[src/hdl/vndc_pkg.sv]
// Shared types, codes and helper functions for the neighbor direction classifier.
// No dependencies; every other file of the block but vndc_chan_if refers to this package by scope.
package vndc_pkg;

    localparam int NEIGHBOR_ENTRIES = 32;

    localparam int SENDER_W   = 16;
    localparam int HEADING_W  = 9;
    localparam int COORD_W    = 20;
    localparam int TIME_W     = 32;
    localparam int CLASS_W    = 2;
    localparam int ACTION_W   = 2;
    localparam int CNT_W      = 6;
    localparam int ROI_W      = 20;
    localparam int CFG_IDX_W  = 1;
    localparam int CFG_DATA_W = 32;

    localparam logic [CFG_IDX_W-1:0] CFG_TIMEOUT = 1'd0;
    localparam logic [CFG_IDX_W-1:0] CFG_ROI     = 1'd1;

    localparam logic [TIME_W-1:0] TIMEOUT_RESET = 32'd5000;
    localparam logic [ROI_W-1:0]  ROI_RESET     = 20'd12500;

    localparam logic [HEADING_W-1:0] DEG_45  = 9'd45;
    localparam logic [HEADING_W-1:0] DEG_90  = 9'd90;
    localparam logic [HEADING_W-1:0] DEG_135 = 9'd135;
    localparam logic [HEADING_W-1:0] DEG_180 = 9'd180;
    localparam logic [HEADING_W-1:0] DEG_225 = 9'd225;
    localparam logic [HEADING_W-1:0] DEG_315 = 9'd315;
    localparam logic [HEADING_W-1:0] DEG_360 = 9'd360;

    localparam logic [CLASS_W-1:0] REL_AHEAD = 2'd0;
    localparam logic [CLASS_W-1:0] REL_BACK  = 2'd1;
    localparam logic [CLASS_W-1:0] REL_OPP   = 2'd2;
    localparam logic [CLASS_W-1:0] REL_NONE  = 2'd3;

    localparam logic [ACTION_W-1:0] ACT_NONE     = 2'd0;
    localparam logic [ACTION_W-1:0] ACT_RB_STORE = 2'd1;
    localparam logic [ACTION_W-1:0] ACT_RB_CLEAR = 2'd2;
    localparam logic [ACTION_W-1:0] ACT_STORE    = 2'd3;

    typedef struct packed {
        logic                 is_data;
        logic [SENDER_W-1:0]  sender_id;
        logic [HEADING_W-1:0] sender_heading;
        logic [COORD_W-1:0]   sender_x;
        logic [COORD_W-1:0]   sender_y;
        logic [TIME_W-1:0]    sent_time;
        logic [HEADING_W-1:0] own_heading;
        logic [COORD_W-1:0]   own_x;
        logic [COORD_W-1:0]   own_y;
        logic [TIME_W-1:0]    now_time;
    } t_in_item;

    typedef struct packed {
        logic                same_direction;
        logic [CLASS_W-1:0]  relation;
        logic                mdc;
        logic                odc;
        logic                dflg;
        logic                relay_stored_first;
        logic [ACTION_W-1:0] data_action;
        logic                table_overflow;
        logic [CNT_W-1:0]    ahead_count;
        logic [CNT_W-1:0]    back_count;
        logic [CNT_W-1:0]    opposite_count;
    } t_out_item;

    typedef struct packed {
        logic                same;
        logic [CLASS_W-1:0]  rel;
        logic                roi_in;
    } t_cls;

    typedef struct packed {
        logic                valid;
        logic [SENDER_W-1:0] sender;
        logic [CLASS_W-1:0]  cls;
        logic [TIME_W-1:0]   stamp;
    } t_entry;

    localparam int ENTRY_W = $bits(t_entry);

    typedef struct packed {
        logic                start;
        logic                file;
        logic [SENDER_W-1:0] sender_id;
        logic [CLASS_W-1:0]  cls;
        logic [TIME_W-1:0]   stamp;
        logic [TIME_W-1:0]   now;
    } t_tbl_req;

    typedef struct packed {
        logic ready;
        logic done;
        logic overflow;
    } t_tbl_stat;

    typedef enum logic [1:0] {
        ST_IDLE,
        ST_CLASS,
        ST_TABLE
    } t_top_state;

    typedef enum logic [1:0] {
        TB_CLEAR,
        TB_IDLE,
        TB_SWEEP,
        TB_WRITE
    } t_tbl_state;

    function automatic logic [HEADING_W-1:0] f_norm_heading(input logic [HEADING_W-1:0] h);
        return (h >= DEG_360) ? h - DEG_360 : h;
    endfunction

    function automatic logic f_stale(input logic [TIME_W-1:0] stamp,
                                     input logic [TIME_W-1:0] now,
                                     input logic [TIME_W-1:0] timeout);
        return (now > stamp) && ((now - stamp) > timeout);
    endfunction

endpackage

[src/hdl/vndc_chan_if.sv]
// Valid/ready channel carrying one request payload of a chosen packed type.
// Uses no package; payload types come from vndc_pkg at the instantiation.
interface vndc_chan_if #(parameter type t_payload = logic);
    logic     valid;
    logic     ready;
    t_payload data;

    modport source(output valid, output data, input ready);
    modport sink(input valid, input data, output ready);
endinterface

[src/hdl/vehicle_neighbor_direction_classifier.sv]
// A request is registered, classified, swept through the table and then loaded into the output register.
// A new request is taken only once the previous result has been loaded; the table sweep
// reads one memory entry per cycle through the single read port and writes back only the entries it drops.
// Reset: a clearing pass empties the table; no request is taken during it. Timeout resets
// to 5000 ms, region half size to 12500, MDC to zero.
// Depends on vndc_pkg, vndc_chan_if, vndc_classify, vndc_table and vndc_ram.
module vehicle_neighbor_direction_classifier #(
    parameter int NEIGHBOR_ENTRIES = vndc_pkg::NEIGHBOR_ENTRIES
) (
    input  logic                               i_clk,
    input  logic                               i_rst_n,
    input  logic                               i_cfg_we,
    input  logic [vndc_pkg::CFG_IDX_W-1:0]     i_cfg_idx,
    input  logic [vndc_pkg::CFG_DATA_W-1:0]    i_cfg_data,
    vndc_chan_if.sink                          i_in,
    vndc_chan_if.source                        o_out
);

    localparam int CW    = $clog2(NEIGHBOR_ENTRIES + 1);
    localparam int SUM_W = CW + 2;

    vndc_pkg::t_top_state r_state, n_state;

    vndc_pkg::t_in_item              r_item;
    vndc_pkg::t_cls                  cls_c;
    vndc_pkg::t_cls                  r_cls;
    logic [vndc_pkg::TIME_W-1:0]     r_timeout;
    logic [vndc_pkg::ROI_W-1:0]      r_roi;
    logic                            r_mdc;
    logic                            r_out_vld;
    vndc_pkg::t_out_item             r_out;
    vndc_pkg::t_out_item             n_out;

    vndc_pkg::t_tbl_req              tbl_req;
    vndc_pkg::t_tbl_stat             tbl_stat;
    logic [CW-1:0]                   cnt_a;
    logic [CW-1:0]                   cnt_b;
    logic [CW-1:0]                   cnt_o;
    logic [SUM_W-1:0]                cnt_sum;

    logic                            accept;
    logic                            load;
    logic                            mdc;
    logic                            odc;
    logic                            dflg;

    vndc_classify u_classify (
        .i_item (r_item),
        .i_roi  (r_roi),
        .o_cls  (cls_c)
    );

    vndc_table #(
        .ENTRIES (NEIGHBOR_ENTRIES)
    ) u_table (
        .i_clk       (i_clk),
        .i_rst_n     (i_rst_n),
        .i_req       (tbl_req),
        .i_timeout   (r_timeout),
        .o_stat      (tbl_stat),
        .o_cnt_ahead (cnt_a),
        .o_cnt_back  (cnt_b),
        .o_cnt_opp   (cnt_o)
    );

    assign i_in.ready = (r_state == vndc_pkg::ST_IDLE) && tbl_stat.ready;
    assign accept     = i_in.valid && i_in.ready;
    assign load       = (r_state == vndc_pkg::ST_TABLE) && tbl_stat.done &&
                        (!r_out_vld || o_out.ready);

    always_comb begin
        n_state           = r_state;
        tbl_req.start     = 1'b0;
        tbl_req.file      = r_cls.rel != vndc_pkg::REL_NONE;
        tbl_req.cls       = r_cls.rel;
        tbl_req.sender_id = r_item.sender_id;
        tbl_req.stamp     = r_item.sent_time;
        tbl_req.now       = r_item.now_time;
        unique case (r_state)
            vndc_pkg::ST_IDLE: begin
                if (accept) begin
                    n_state = vndc_pkg::ST_CLASS;
                end
            end
            vndc_pkg::ST_CLASS: begin
                tbl_req.start = 1'b1;
                n_state       = vndc_pkg::ST_TABLE;
            end
            vndc_pkg::ST_TABLE: begin
                if (load) begin
                    n_state = vndc_pkg::ST_IDLE;
                end
            end
            default: begin
                n_state = vndc_pkg::ST_IDLE;
            end
        endcase
    end

    always_comb begin
        odc  = cnt_o != '0;
        mdc  = !((r_cls.same && cnt_b == '0 && cnt_a != '0) ||
                 (!r_cls.same && cnt_b != '0 && cnt_a == '0));
        dflg = r_item.is_data && r_cls.roi_in;

        n_out.same_direction     = r_cls.same;
        n_out.relation           = r_cls.rel;
        n_out.mdc                = mdc;
        n_out.odc                = odc;
        n_out.dflg               = dflg;
        n_out.relay_stored_first = !r_cls.same || r_mdc;
        n_out.table_overflow     = tbl_stat.overflow;
        n_out.ahead_count        = vndc_pkg::CNT_W'(cnt_a);
        n_out.back_count         = vndc_pkg::CNT_W'(cnt_b);
        n_out.opposite_count     = vndc_pkg::CNT_W'(cnt_o);
        if (!r_item.is_data || mdc) begin
            n_out.data_action = vndc_pkg::ACT_NONE;
        end else if (odc) begin
            n_out.data_action = dflg ? vndc_pkg::ACT_RB_CLEAR : vndc_pkg::ACT_RB_STORE;
        end else begin
            n_out.data_action = vndc_pkg::ACT_STORE;
        end
    end

    always_ff @(posedge i_clk) begin
        if (!i_rst_n) begin
            r_state   <= vndc_pkg::ST_IDLE;
            r_out_vld <= 1'b0;
            r_mdc     <= 1'b0;
            r_timeout <= vndc_pkg::TIMEOUT_RESET;
            r_roi     <= vndc_pkg::ROI_RESET;
        end else begin
            r_state <= n_state;
            if (i_cfg_we) begin
                unique case (i_cfg_idx)
                    vndc_pkg::CFG_TIMEOUT: r_timeout <= i_cfg_data;
                    vndc_pkg::CFG_ROI:     r_roi     <= i_cfg_data[vndc_pkg::ROI_W-1:0];
                    default: begin
                    end
                endcase
            end
            if (load) begin
                r_out_vld <= 1'b1;
                r_mdc     <= mdc;
            end else if (o_out.ready) begin
                r_out_vld <= 1'b0;
            end
        end
    end

    always_ff @(posedge i_clk) begin
        if (accept) begin
            r_item <= i_in.data;
        end
        if (r_state == vndc_pkg::ST_CLASS) begin
            r_cls <= cls_c;
        end
        if (load) begin
            r_out <= n_out;
        end
    end

    assign o_out.valid = r_out_vld;
    assign o_out.data  = r_out;

    assign cnt_sum = SUM_W'(cnt_a) + SUM_W'(cnt_b) + SUM_W'(cnt_o);

    a_done_in_table: assert property (@(posedge i_clk) disable iff (!i_rst_n)
        $rose(tbl_stat.done) |-> r_state == vndc_pkg::ST_TABLE)
        else $error("table finished while no request was waiting");

    a_count_bound: assert property (@(posedge i_clk) disable iff (!i_rst_n)
        tbl_stat.done |-> cnt_sum <= SUM_W'(NEIGHBOR_ENTRIES))
        else $error("live neighbor count exceeds table size");

    a_overflow_full: assert property (@(posedge i_clk) disable iff (!i_rst_n)
        tbl_stat.done && tbl_stat.overflow |-> cnt_sum == SUM_W'(NEIGHBOR_ENTRIES))
        else $error("overflow reported with free table slots");

endmodule

[src/hdl/vndc_ram.sv]
// Generic simple dual-port RAM: one write port, one read port, registered read.
// Depends on vndc_pkg for default sizes only.
module vndc_ram #(
    parameter int WIDTH = vndc_pkg::ENTRY_W,
    parameter int DEPTH = vndc_pkg::NEIGHBOR_ENTRIES
) (
    input  logic                     i_clk,
    input  logic                     i_we,
    input  logic [$clog2(DEPTH)-1:0] i_waddr,
    input  logic [WIDTH-1:0]         i_wdata,
    input  logic                     i_re,
    input  logic [$clog2(DEPTH)-1:0] i_raddr,
    output logic [WIDTH-1:0]         o_rdata
);

    logic [WIDTH-1:0] r_mem [DEPTH];
    logic [WIDTH-1:0] r_rdata;

    always_ff @(posedge i_clk) begin
        if (i_we) begin
            r_mem[i_waddr] <= i_wdata;
        end
        if (i_re) begin
            r_rdata <= r_mem[i_raddr];
        end
    end

    assign o_rdata = r_rdata;

endmodule

[src/hdl/vndc_classify.sv]
// Heading difference, direction class and interest-region test for one request.
// Depends on vndc_pkg for field types, heading constants and relation codes.
module vndc_classify (
    input  vndc_pkg::t_in_item                i_item,
    input  logic [vndc_pkg::ROI_W-1:0]        i_roi,
    output vndc_pkg::t_cls                    o_cls
);

    localparam int DW = vndc_pkg::COORD_W + 2;

    logic [vndc_pkg::HEADING_W-1:0] sh;
    logic [vndc_pkg::HEADING_W-1:0] oh;
    logic [vndc_pkg::HEADING_W-1:0] d0;
    logic [vndc_pkg::HEADING_W-1:0] diff;
    logic                           same;
    logic                           ahead;
    logic signed [DW-1:0]           dx;
    logic signed [DW-1:0]           dy;
    logic signed [DW-1:0]           rr;

    always_comb begin
        sh   = vndc_pkg::f_norm_heading(i_item.sender_heading);
        oh   = vndc_pkg::f_norm_heading(i_item.own_heading);
        d0   = (oh > sh) ? oh - sh : sh - oh;
        diff = (d0 > vndc_pkg::DEG_180) ? vndc_pkg::DEG_360 - d0 : d0;
        same = diff < vndc_pkg::DEG_45;

        if (sh < vndc_pkg::DEG_45 || sh >= vndc_pkg::DEG_315) begin
            ahead = i_item.own_x <= i_item.sender_x;
        end else if (sh < vndc_pkg::DEG_135) begin
            ahead = i_item.own_y <= i_item.sender_y;
        end else if (sh < vndc_pkg::DEG_225) begin
            ahead = i_item.own_x >= i_item.sender_x;
        end else begin
            ahead = i_item.own_y >= i_item.sender_y;
        end

        dx = $signed({2'b00, i_item.own_x}) - $signed({2'b00, i_item.sender_x});
        dy = $signed({2'b00, i_item.own_y}) - $signed({2'b00, i_item.sender_y});
        rr = $signed({2'b00, i_roi});

        o_cls.same   = same;
        o_cls.roi_in = (dx > -rr) && (dx < rr) && (dy > -rr) && (dy < rr);
        if (same) begin
            o_cls.rel = ahead ? vndc_pkg::REL_AHEAD : vndc_pkg::REL_BACK;
        end else if (diff > vndc_pkg::DEG_90) begin
            o_cls.rel = vndc_pkg::REL_OPP;
        end else begin
            o_cls.rel = vndc_pkg::REL_NONE;
        end
    end

endmodule

[src/hdl/vndc_table.sv]
// Neighbor table engine: clearing pass, read-modify-write sweep, insert, class counts.
// Depends on vndc_pkg and vndc_ram.
module vndc_table #(
    parameter int ENTRIES = vndc_pkg::NEIGHBOR_ENTRIES
) (
    input  logic                              i_clk,
    input  logic                              i_rst_n,
    input  vndc_pkg::t_tbl_req                i_req,
    input  logic [vndc_pkg::TIME_W-1:0]       i_timeout,
    output vndc_pkg::t_tbl_stat               o_stat,
    output logic [$clog2(ENTRIES+1)-1:0]      o_cnt_ahead,
    output logic [$clog2(ENTRIES+1)-1:0]      o_cnt_back,
    output logic [$clog2(ENTRIES+1)-1:0]      o_cnt_opp
);

    localparam int AW = $clog2(ENTRIES);
    localparam int CW = $clog2(ENTRIES + 1);
    localparam logic [AW-1:0] LAST = AW'(ENTRIES - 1);

    vndc_pkg::t_tbl_state r_state, n_state;

    logic [AW-1:0]  r_addr;
    logic           r_go;
    logic           r_chk_vld;
    logic [AW-1:0]  r_chk_addr;
    logic           r_found;
    logic [AW-1:0]  r_free_addr;
    logic [CW-1:0]  r_cnt_a;
    logic [CW-1:0]  r_cnt_b;
    logic [CW-1:0]  r_cnt_o;
    logic           r_ovf;
    logic           r_done;

    logic                          ram_we;
    logic [AW-1:0]                 ram_waddr;
    vndc_pkg::t_entry              ram_wdata;
    logic                          ram_re;
    logic [vndc_pkg::ENTRY_W-1:0]  ram_rdata;
    vndc_pkg::t_entry              rd_ent;

    logic                           keep;
    logic                           ins_ok;
    logic                           cnt_en;
    logic [vndc_pkg::CLASS_W-1:0]   cnt_cls;

    vndc_ram #(
        .WIDTH (vndc_pkg::ENTRY_W),
        .DEPTH (ENTRIES)
    ) u_ram (
        .i_clk   (i_clk),
        .i_we    (ram_we),
        .i_waddr (ram_waddr),
        .i_wdata (ram_wdata),
        .i_re    (ram_re),
        .i_raddr (r_addr),
        .o_rdata (ram_rdata)
    );

    assign rd_ent = ram_rdata;
    assign ram_re = (r_state == vndc_pkg::TB_SWEEP) && r_go;

    assign keep = rd_ent.valid &&
                  !(i_req.file &&
                    ((rd_ent.sender == i_req.sender_id) ||
                     vndc_pkg::f_stale(rd_ent.stamp, i_req.now, i_timeout)));
    assign ins_ok = i_req.file && !vndc_pkg::f_stale(i_req.stamp, i_req.now, i_timeout);

    always_comb begin
        n_state   = r_state;
        ram_we    = 1'b0;
        ram_waddr = r_addr;
        ram_wdata = '0;
        cnt_en    = 1'b0;
        cnt_cls   = rd_ent.cls;
        unique case (r_state)
            vndc_pkg::TB_CLEAR: begin
                ram_we = 1'b1;
                if (r_addr == LAST) begin
                    n_state = vndc_pkg::TB_IDLE;
                end
            end
            vndc_pkg::TB_IDLE: begin
                if (i_req.start) begin
                    n_state = vndc_pkg::TB_SWEEP;
                end
            end
            vndc_pkg::TB_SWEEP: begin
                if (r_chk_vld) begin
                    ram_we          = keep != rd_ent.valid;
                    ram_waddr       = r_chk_addr;
                    ram_wdata       = rd_ent;
                    ram_wdata.valid = keep;
                    cnt_en          = keep;
                    if (r_chk_addr == LAST) begin
                        n_state = vndc_pkg::TB_WRITE;
                    end
                end
            end
            vndc_pkg::TB_WRITE: begin
                ram_we           = ins_ok && r_found;
                ram_waddr        = r_free_addr;
                ram_wdata.valid  = 1'b1;
                ram_wdata.sender = i_req.sender_id;
                ram_wdata.cls    = i_req.cls;
                ram_wdata.stamp  = i_req.stamp;
                cnt_en           = ins_ok && r_found;
                cnt_cls          = i_req.cls;
                n_state          = vndc_pkg::TB_IDLE;
            end
            default: begin
                n_state = vndc_pkg::TB_IDLE;
            end
        endcase
    end

    always_ff @(posedge i_clk) begin
        if (!i_rst_n) begin
            r_state   <= vndc_pkg::TB_CLEAR;
            r_addr    <= '0;
            r_go      <= 1'b0;
            r_chk_vld <= 1'b0;
            r_done    <= 1'b0;
            r_ovf     <= 1'b0;
        end else begin
            r_state    <= n_state;
            r_chk_vld  <= ram_re;
            r_chk_addr <= r_addr;
            case (r_state)
                vndc_pkg::TB_CLEAR: begin
                    r_addr <= (r_addr == LAST) ? '0 : r_addr + 1'b1;
                end
                vndc_pkg::TB_IDLE: begin
                    if (i_req.start) begin
                        r_addr  <= '0;
                        r_go    <= 1'b1;
                        r_found <= 1'b0;
                        r_cnt_a <= '0;
                        r_cnt_b <= '0;
                        r_cnt_o <= '0;
                        r_done  <= 1'b0;
                    end
                end
                vndc_pkg::TB_SWEEP: begin
                    if (r_go) begin
                        if (r_addr == LAST) begin
                            r_go <= 1'b0;
                        end else begin
                            r_addr <= r_addr + 1'b1;
                        end
                    end
                    if (r_chk_vld && !keep && !r_found) begin
                        r_found     <= 1'b1;
                        r_free_addr <= r_chk_addr;
                    end
                end
                vndc_pkg::TB_WRITE: begin
                    r_done <= 1'b1;
                    r_ovf  <= ins_ok && !r_found;
                end
                default: begin
                end
            endcase
            if (cnt_en) begin
                case (cnt_cls)
                    vndc_pkg::REL_AHEAD: r_cnt_a <= r_cnt_a + 1'b1;
                    vndc_pkg::REL_BACK:  r_cnt_b <= r_cnt_b + 1'b1;
                    vndc_pkg::REL_OPP:   r_cnt_o <= r_cnt_o + 1'b1;
                    default: begin
                    end
                endcase
            end
        end
    end

    assign o_stat.ready    = r_state == vndc_pkg::TB_IDLE;
    assign o_stat.done     = r_done;
    assign o_stat.overflow = r_ovf;
    assign o_cnt_ahead     = r_cnt_a;
    assign o_cnt_back      = r_cnt_b;
    assign o_cnt_opp       = r_cnt_o;

endmodule
[src/flat_wrapper.sv]
// flat-port wrapper written by rule: the top's interface ports become plain ports
module vehicle_neighbor_direction_classifier_flat 
#(
    parameter int NEIGHBOR_ENTRIES = vndc_pkg::NEIGHBOR_ENTRIES
)
  (i_clk, i_rst_n, i_cfg_we, i_cfg_idx, i_cfg_data, i_in_valid, i_in_data, i_in_ready, o_out_valid, o_out_data, o_out_ready);
  vndc_chan_if i_in_i ();
  vndc_chan_if o_out_i ();
  input  logic i_clk;
  input  logic i_rst_n;
  input  logic i_cfg_we;
  input  logic [vndc_pkg::CFG_IDX_W-1:0] i_cfg_idx;
  input  logic [vndc_pkg::CFG_DATA_W-1:0] i_cfg_data;
  input wire logic [$bits(i_in_i.valid)-1:0] i_in_valid;
  input wire logic [$bits(i_in_i.data)-1:0] i_in_data;
  output wire logic [$bits(i_in_i.ready)-1:0] i_in_ready;
  output wire logic [$bits(o_out_i.valid)-1:0] o_out_valid;
  output wire logic [$bits(o_out_i.data)-1:0] o_out_data;
  input wire logic [$bits(o_out_i.ready)-1:0] o_out_ready;
  assign i_in_i.valid = i_in_valid;
  assign i_in_i.data = i_in_data;
  assign i_in_ready = i_in_i.ready;
  assign o_out_valid = o_out_i.valid;
  assign o_out_data = o_out_i.data;
  assign o_out_i.ready = o_out_ready;
  vehicle_neighbor_direction_classifier #(.NEIGHBOR_ENTRIES(NEIGHBOR_ENTRIES)) u_core (.i_clk(i_clk), .i_rst_n(i_rst_n), .i_cfg_we(i_cfg_we), .i_cfg_idx(i_cfg_idx), .i_cfg_data(i_cfg_data), .i_in(i_in_i), .o_out(o_out_i));
endmodule
[config.mk]
export PLATFORM = sky130hd
export DESIGN_NAME = vehicle_neighbor_direction_classifier_flat
export DESIGN_NICKNAME = d
export VERILOG_FILES = /design/src/hdl/vndc_pkg.sv /design/src/hdl/vndc_chan_if.sv /design/src/hdl/vehicle_neighbor_direction_classifier.sv /design/src/hdl/vndc_ram.sv /design/src/hdl/vndc_classify.sv /design/src/hdl/vndc_table.sv /design/src/flat_wrapper.sv
export SDC_FILE = /design/constraint.sdc
export NUM_CORES = 2
export LEC_CHECK = 0
export BUFFER_PORTS_ARGS = -buffer_cell sky130_fd_sc_hd__buf_2
export CORE_AREA = 2 2 524 526
export CTS_BUF_LIST = sky130_fd_sc_hd__clkbuf_2
export DETAILED_ROUTE_END_ITERATION = 10
export DIE_AREA = 0 0 526 528
export PLACE_DENSITY = 0.5
export SLEW_MARGIN = 20
export SYNTH_ARGS = -nofsm -noshare
export SYNTH_HDL_FRONTEND = slang
export SYNTH_SLANG_ARGS = --single-unit
[constraint.sdc]
create_clock -name i_clk -period 10.8 [get_ports i_clk]
set_clock_uncertainty 0.2 [all_clocks]
set_input_delay 2.16 -clock i_clk [delete_from_list [all_inputs] [get_ports i_clk]]
set_output_delay 2.16 -clock i_clk [all_outputs]
set_load 0.01 [all_outputs]
=== After elaboration in Yosys (flattened, before gate mapping) ===
Memories as Yosys holds them, arrays and structs flattened. A register that Yosys moved wholly into a read port is not among the register bits.
Index checks and enable logic that the tools add are counted.

* Bitwise gates (word level): 1
* Add/sub/neg operators: 3
* Equality and inequality tests: 18
* Order comparisons: 4
* Mux-type cells: 39
* Reduce and logical (&&, ||, !) cells: 33

{| class="wikitable"
|+ Operators with widths
! operator !! count
|-
| 51-bit one-hot mux with 2 select lines || 1
|-
| 1-bit by 32-bit greater-than comparator with 1-bit output || 2
|-
| 51-bit two-way mux || 1
|-
| 32-bit greater-than comparator || 1
|-
| 1-bit by 32-bit subtractor with 32-bit output || 1
|-
| 5-bit two-way mux || 5
|-
| 6-bit two-way mux || 4
|-
| 16-bit zero test || 1
|-
| 5-bit one-hot mux with 3 select lines || 1
|-
| 2-bit two-way mux || 7
|-
| 1-bit two-way mux || 12
|-
| 4-bit AND reduction || 3
|-
| 1-bit logical AND || 11
|-
| 5-bit equality test (second input constant) || 2
|-
| 2-bit by 1-bit != test with 1-bit output (second input constant) || 5
|-
| 5-bit one-hot mux with 2 select lines || 1
|-
| 2-bit equality test (second input constant) || 4
|-
| 2-bit != test (second input constant) || 4
|-
| 1-bit one-hot mux with 2 select lines || 4
|-
| 2-bit one-hot mux with 4 select lines || 1
|-
| 2-bit AND reduction || 4
|-
| 6-bit by 1-bit adder with 6-bit output (second input constant) || 1
|-
| 2-bit one-hot mux with 3 select lines || 1
|-
| 2-bit nonzero test || 3
|-
| other kinds (11) || 18
|}

* Memory bits (writable): 1632
* Logic and storage cells: 113
* Memories kept: 1
* Output and inout bits: 3
* Bits of input ports: 39
* Register bits: 64

{| class="wikitable"
|+ Memories
! name !! depth !! width !! read ports !! clocked after Yosys merged registers in !! wr ports !! RTL line !! RTL
|-
| u_core.u_table.u_ram.r_mem || 32 || 51 || 1 || 1 || 1 || vndc_ram.sv:16 || <nowiki>logic [WIDTH-1:0] r_mem [DEPTH];</nowiki>
|}

=== Depth between registers and ports, before layout ===
* Depth after elaboration: 11
* Mapped depth: 18
* Gate-level depth less buffers: 17

=== Hierarchy ===
A second synthesis with hierarchy kept.

* Cells, all modules: 5676
* Area total of the unflattened synthesis: 81216.6 sq um

{| class="wikitable"
|+ Modules (own cells, without submodules)
! module !! cells an instance !! instances !! area an instance (sq um) !! seq. area each (sq um)
|-
| vndc_ram || 3574 || 1 || 65053.6 || 50538.5
|-
| vndc_table || 1031 || 1 || 7946.4 || 1091.0
|-
| vndc_classify || 821 || 1 || 5960.7 || 0.0
|-
| vehicle_neighbor_direction_classifier || 250 || 1 || 2255.9 || 1221.2
|}

=== Least setup slack after synthesis ===
OpenSTA, ideal clock, no wires.

* Path type: reg-to-reg
* From: reg u_core.u_table.u_ram.r_rdata[11] (netlist: u_core.u_table.u_ram.o_rdata[11]) (read register of u_core.u_table.u_ram.r_mem)
* To: mem u_core.u_table.u_ram.r_mem[20][0] (netlist bit), enable pin
* Stages on the path, launching flop included: 16
* Data required time: 10.077 ns
* Slack: 2.378 ns
* Library setup time: 0.523 ns
* Clock period less this slack: 8.422 ns
* Arrival time: 7.699 ns
* Path buffers: 1
* Cells stage by stage: edfxtp_1 or4_4 nand2b_4 or4_4 or3_4 or2_4 nor4_4 xnor2_1 ha_1 nand4_1 or4_1 a31o_2 a21oi_1 a31oi_1 clkbuf_1 nor3_1

* Longest elaborated chain between the ends: 11
* Elaborated cells on any way between the ends: 12
* Those cells by class: 1 x add/sub; 2 x order compare; 1 x eq/ne; 4 x mux; 4 x reduce/logical

{| class="wikitable"
|+ RTL lines
! element !! RTL line !! RTL
|-
| start, declared || vndc_ram.sv:17 || <nowiki>logic [WIDTH-1:0] r_rdata;</nowiki>
|-
| 1-bit by 32-bit subtractor with 32-bit output || vndc_pkg.sv:119 || <nowiki>return (now > stamp) && ((now - stamp) > timeout);</nowiki>
|-
| 32-bit greater-than comparator || vndc_pkg.sv:119 ||
|-
| 1-bit logical AND (*) || vndc_pkg.sv:119 ||
|-
| 1-bit logical OR (*) || vndc_table.sv:64 || <nowiki>((rd_ent.sender == i_req.sender_id) ||</nowiki>
|-
| 1-bit zero test (*) || vndc_table.sv:63 || <nowiki>!(i_req.file &&</nowiki>
|-
| 1-bit logical AND (*) || vndc_table.sv:62 || <nowiki>assign keep = rd_ent.valid &&</nowiki>
|-
| 1-bit != test (*) || vndc_table.sv:89 || <nowiki>ram_we = keep != rd_ent.valid;</nowiki>
|-
| 1-bit two-way mux (*) || vndc_table.sv:88 || <nowiki>if (r_chk_vld) begin</nowiki>
|-
| 1-bit one-hot mux with 3 select lines (*) || vndc_table.sv:75 || <nowiki>unique case (r_state)</nowiki>
|-
| 1-bit two-way mux (*) || vndc_ram.sv:20 || <nowiki>if (i_we) begin</nowiki>
|-
| 1-bit two-way mux (implied by the code) (*) || vndc_ram.sv:21 || <nowiki>r_mem[i_waddr] <= i_wdata;</nowiki>
|-
| end, declared || vndc_ram.sv:16 ||
|}

Every way passes the cells marked *; elsewhere a longest branch is shown, timed or not.

=== Final worst setup path ===
* From: reg u_core.u_table.u_ram.r_rdata[5] (netlist: u_core.u_table.u_ram.o_rdata[5]) (read register of u_core.u_table.u_ram.r_mem)
* To: mem u_core.u_table.u_ram.r_mem[7][12] (netlist bit), enable pin

Same word-level chain as after synthesis.

==> impl_summary.md <==
Clock tree
The H-tree was split into 5 levels. In this run, post-CTS hold repair placed 0 buffers. The clock tree from TritonCTS is done. TritonCTS created 454 clock buffers.

The source-to-sink clock delay at the later pin of the worst-skew pair is 1.81 ns. Clock tree synthesis found a total of 1742 sinks. After clock tree synthesis, the clock-pin slew on the worst setup and hold paths is 0.09 ns. Once the clock tree was built, the setup fixing pass inserted 0 buffers.

Clock tree synthesis selected as its root buffer the cell sky130_fd_sc_hd__clkbuf_2. The clock passes through at most 4 buffers. The post-cts repair resize count is 0.

Routing
The detailed router finished its first iteration with 2719 violations. In this run the remaining antenna-violating nets after routing total 0. The detailed-route wire length is 178600 µm. The average routed wire per standard cell is 24.36 µm. The number of remaining DRC errors is 0.

The length of the first detailed-routing pass in iterations is 7. Dividing the detail-routed via count by the number of cells gives 4.460. Detailed routing inserted a total of 32690 vias.

Yosys
The sequential area share after synthesis is 0.7661. A synthesized cell averages 22.87 µm². The number of distinct library cells after synthesis is 49. Synthesis produced 2960 cells. Counting flops with a built-in enable in the synthesized netlist gives 1697. The share of synthesized flip-flops with an asynchronous set or reset is 0. The synthesized cell area is 67690 µm². Synthesis produced a netlist with a net count of 3041. The Yosys warning count is 0. The number of storage elements in the synthesis netlist is 1742. For this run, the leading register cell type out of synthesis is sky130_fd_sc_hd__edfxtp_1.

STA
Summed over all failing endpoints, the final setup total negative slack is 0 ns. The relative slew slack is 0.2298. The portion of the clock cycle consumed by the worst path in the final layout is 0.6370. For this run, the top clock speed supported by timing is 145.4 MHz. The count of endpoints failing setup in the final report is 0.

For the pin with the worst max-slew slack, the measured transition is 1.155 ns. The smallest clock period supported by the final layout is computed as 6.880 ns. Setup repair after global routing left no endpoint under its margin. The final max-slew violation count is 0. The final number of hold-violating endpoints is 0. Across all setup checks in the final design, the least slack found is 3.920 ns.

Floorplan
The area of the die is 277700 µm². The initial core utilization is 0.2485. The total I/O pin count is 42. Row generation in the floorplan step produced 192 rows. The core region is 272400 µm². The die height is 528 µm.

In this run the horizontal extent of the chip is 526 µm.

Placement
The number of buffers added on ports is 41. At the placement stage, the worst setup path has a slack of 4.085 ns. The placer congestion estimate is 0.7823. The HPWL after detailed placement is 103700 µm. In this run, placement finished with an instance count of 6560.

Worst setup path
Of all nets on the critical path, the largest fanout is 51. The biggest cell delay along the critical path is 0.83 ns. The capturing element type of the critical path is a flop. The worst path arrival time is 7.92 ns.

The cell type with the highest occurrence count on the critical path is sky130_fd_sc_hd__buf_4. The signal on the critical path passes through nor4_2, nand3_1, nor4_1, nor4b_1, nand2_1, xor2_1, ha_1, nand4_1, or4_1, a31o_2, a21oi_1, a31oi_4, buf_4, nor3_2, buf_4. The buffers plus inverters on the worst setup path is 2. The startpoint class of the critical path is a flop. The number of logic stages on the critical path including buffering is 15. The setup path with the least slack is of type reg2reg. The worst-case reg-to-reg path depth is 15. STA puts the critical path data required time at 11.84 ns. The start point of the critical path is u_core.u_table.u_ram.o_rdata[5]. The largest individual stage delay along the critical path comes from the cell sky130_fd_sc_hd__buf_4.

The gate family responsible for the most delay along the worst path is simple AND/OR/NAND/NOR gates. The startpoint identified for the worst register-to-register timing path is u_core.u_table.u_ram.o_rdata[5].

GRT
The first global-routing pass estimated 252500 µm of wire. Summed over all layers, the global routing overflow is 0. Entering global routing, the biggest net connects 122 pins. The number of global-route vias before repair came to 34150. The overall fraction of global-route tracks in use is 0.1265. The number of antenna violations at the first check in global routing is 7.

Hold path
The startpoint identified for the worst hold timing path is u_core.u_table.r_chk_addr[2]. The depth of the worst hold-timing path is 0. The path type of the worst min-delay path is reg2reg.

Layout
The net total in the final layout is 3508. In the final layout, the share of cells above drive strength 1 is 0.3928. From synthesis to final layout, the design area changed by 13.56%. The count of cells in the finished layout, fillers not included, comes to 7330. Once layout is complete, the utilization of the core stands at 0.2822.

Power
IR analysis of the VDD net gives a maximum drop of 164.6 µV. The leakage power of the design is 0.02221 µW. In this run the power density over the cells is 205.4 nW/µm².

Status
The run finished with clean final reports.

Flow run
The number of max-cap violations is 0.
[stage by stage]
step	power (µW)	instance area [µm²]	hold slack [ns]
floorplan	10290	67690	0.2064
CTS	16100	76850	0.09110
global route	16570	76860	0.2087
detailed placement	11700	73010	0.2660
global placement	11710	73010	0.2616
finish	15790	76870	0.2193
[kinds of logic after synthesis]
family / count (synthesis) / share of synthesized area
AO/OA/AOI/OAI: 82 / 0.008392
flip-flops: 1742 / 0.7661
AND/OR/NAND/NOR: 311 / 0.02453
XOR/XNOR: 33 / 0.004270
buffers and inverters: 186 / 0.01031
adder cells (fa/ha/maj): 42 / 0.007763
multiplexers: 564 / 0.1786
[layout by cell type, fill, tap and decap left out, types with 3 or more instances in the layout]
master                         n
sky130_fd_sc_hd__inv_1        37
sky130_fd_sc_hd__mux4_2      510
sky130_fd_sc_hd__nor2b_1       8
sky130_fd_sc_hd__edfxtp_1   1697
sky130_fd_sc_hd__dfxtp_1      39
sky130_fd_sc_hd__nor3b_1       4
sky130_fd_sc_hd__xor2_1       12
sky130_fd_sc_hd__buf_12        6
sky130_fd_sc_hd__or4_1         3
sky130_fd_sc_hd__and3_1       37
sky130_fd_sc_hd__o21ai_0       9
sky130_fd_sc_hd__nor2_1       25
sky130_fd_sc_hd__and2_1        6
sky130_fd_sc_hd__and3_2       17
sky130_fd_sc_hd__dfxtp_4       5
sky130_fd_sc_hd__buf_2        41
sky130_fd_sc_hd__buf_4       113
sky130_fd_sc_hd__clkinv_2     17
sky130_fd_sc_hd__nand3_1      12
sky130_fd_sc_hd__ha_1         41
sky130_fd_sc_hd__clkinv_1     88
sky130_fd_sc_hd__bufinv_16     4
sky130_fd_sc_hd__o211ai_1      8
sky130_fd_sc_hd__diode_2       4
sky130_fd_sc_hd__nand4_1      15
sky130_fd_sc_hd__nor3_1        8
sky130_fd_sc_hd__mux2_2       51
sky130_fd_sc_hd__a21boi_0     29
sky130_fd_sc_hd__nand3b_1      4
sky130_fd_sc_hd__nand2_1      95
sky130_fd_sc_hd__clkbuf_2    652
sky130_fd_sc_hd__a21oi_1      19
sky130_fd_sc_hd__nor4_1       23
sky130_fd_sc_hd__xnor2_1      21
sky130_fd_sc_hd__a222oi_1      4
sky130_fd_sc_hd__mux2i_1       3
sky130_fd_sc_hd__nand2b_1      8
sky130_fd_sc_hd__nor3_2       32
[worst register-to-register path: stages (launching register included)]
cell and delay, ns:
sky130_fd_sc_hd__edfxtp_1 0.47, sky130_fd_sc_hd__nor4_2 0.43, sky130_fd_sc_hd__nand3_1 0.40, sky130_fd_sc_hd__nor4_1 0.71, sky130_fd_sc_hd__nor4b_1 0.59, sky130_fd_sc_hd__nand2_1 0.14
sky130_fd_sc_hd__xor2_1 0.17, sky130_fd_sc_hd__ha_1 0.28, sky130_fd_sc_hd__nand4_1 0.17, sky130_fd_sc_hd__or4_1 0.61, sky130_fd_sc_hd__a31o_2 0.24, sky130_fd_sc_hd__a21oi_1 0.29
sky130_fd_sc_hd__a31oi_4 0.12, sky130_fd_sc_hd__buf_4 0.31, sky130_fd_sc_hd__nor3_2 0.27, sky130_fd_sc_hd__buf_4 0.83
[Yosys cell counts (all sizes together) (12+ instances only)]
cell type  number  area (µm²)
a21boi         29       217.7
a21oi          19       95.09
and3           54       337.8
buf            37       138.9
clkbuf        112       420.4
dfxtp          45       900.9
edfxtp       1697       50960
ha             42       525.5
inv            37       138.9
mux2           51       574.3
mux4          510       11490
nand2          95       356.6
nand3          12       60.06
nand4          15       93.84
nor2           25       93.84
nor3           40       200.2
nor4           26       198.9
xnor2          21       183.9
xor2           12       105.1
[sequential cells by signal (all words and copies together) (netlist names)]
register,flops
u_core.u_table.r_addr,5
u_core.u_table.r_chk_addr,5
u_core.u_table.u_ram.r_mem,1632
u_core.r_state,2
u_core.u_table.o_cnt_opp,1
u_core.o_out.data,1
u_core.u_table.r_go,1
u_core.u_table.r_done,1
u_core.u_table.r_state,2
u_core.r_item,1
u_core.u_table.u_ram.o_rdata,51
u_core.r_timeout,32
u_core.u_table.r_found,1
u_core.u_table.r_free_addr,5
u_core.o_out.valid,1
u_core.u_table.r_chk_vld,1
[cell type report]
type | count | area, µm²
antenna | 4 | 10.01
fill | 27170 | 195600
tap | 3589 | 4491
clock buffer | 652 | 3263
sequential | 1742 | 51880
multi-input combinational | 1032 | 15340
timing repair buffer | 160 | 1174
inverter | 37 | 138.9
clock inverter | 114 | 571.8
[path summary, 6_finish.rpt]
kind	slack (ns)	to
worst max-delay path	3.92	u_core.u_table.u_ram.r_mem[7][12]
worst min-delay path	0.22	u_core.u_table.r_free_addr[2]
worst max register to register	3.92	u_core.u_table.u_ram.r_mem[7][12]
worst min register to register	0.22	u_core.u_table.r_free_addr[2]
[routing by layer]
metal  up-vias  global-route usage  part of all wire
li1      13790                   -                 -
met1     17650              0.1652              0.43
met2       982              0.2068              0.49
met3       270             0.02738             0.053
met4         0             0.04506             0.029
met5         -                   0                 0
[power by group]
part	internal (µW)	switching, µW	total (µW)
logic	1610	1890	3500
clock network	1700	2650	4350
registers	7770	170	7940
total	11100	4710	15800
No activity file was read; power rests on OpenSTA's default activity.
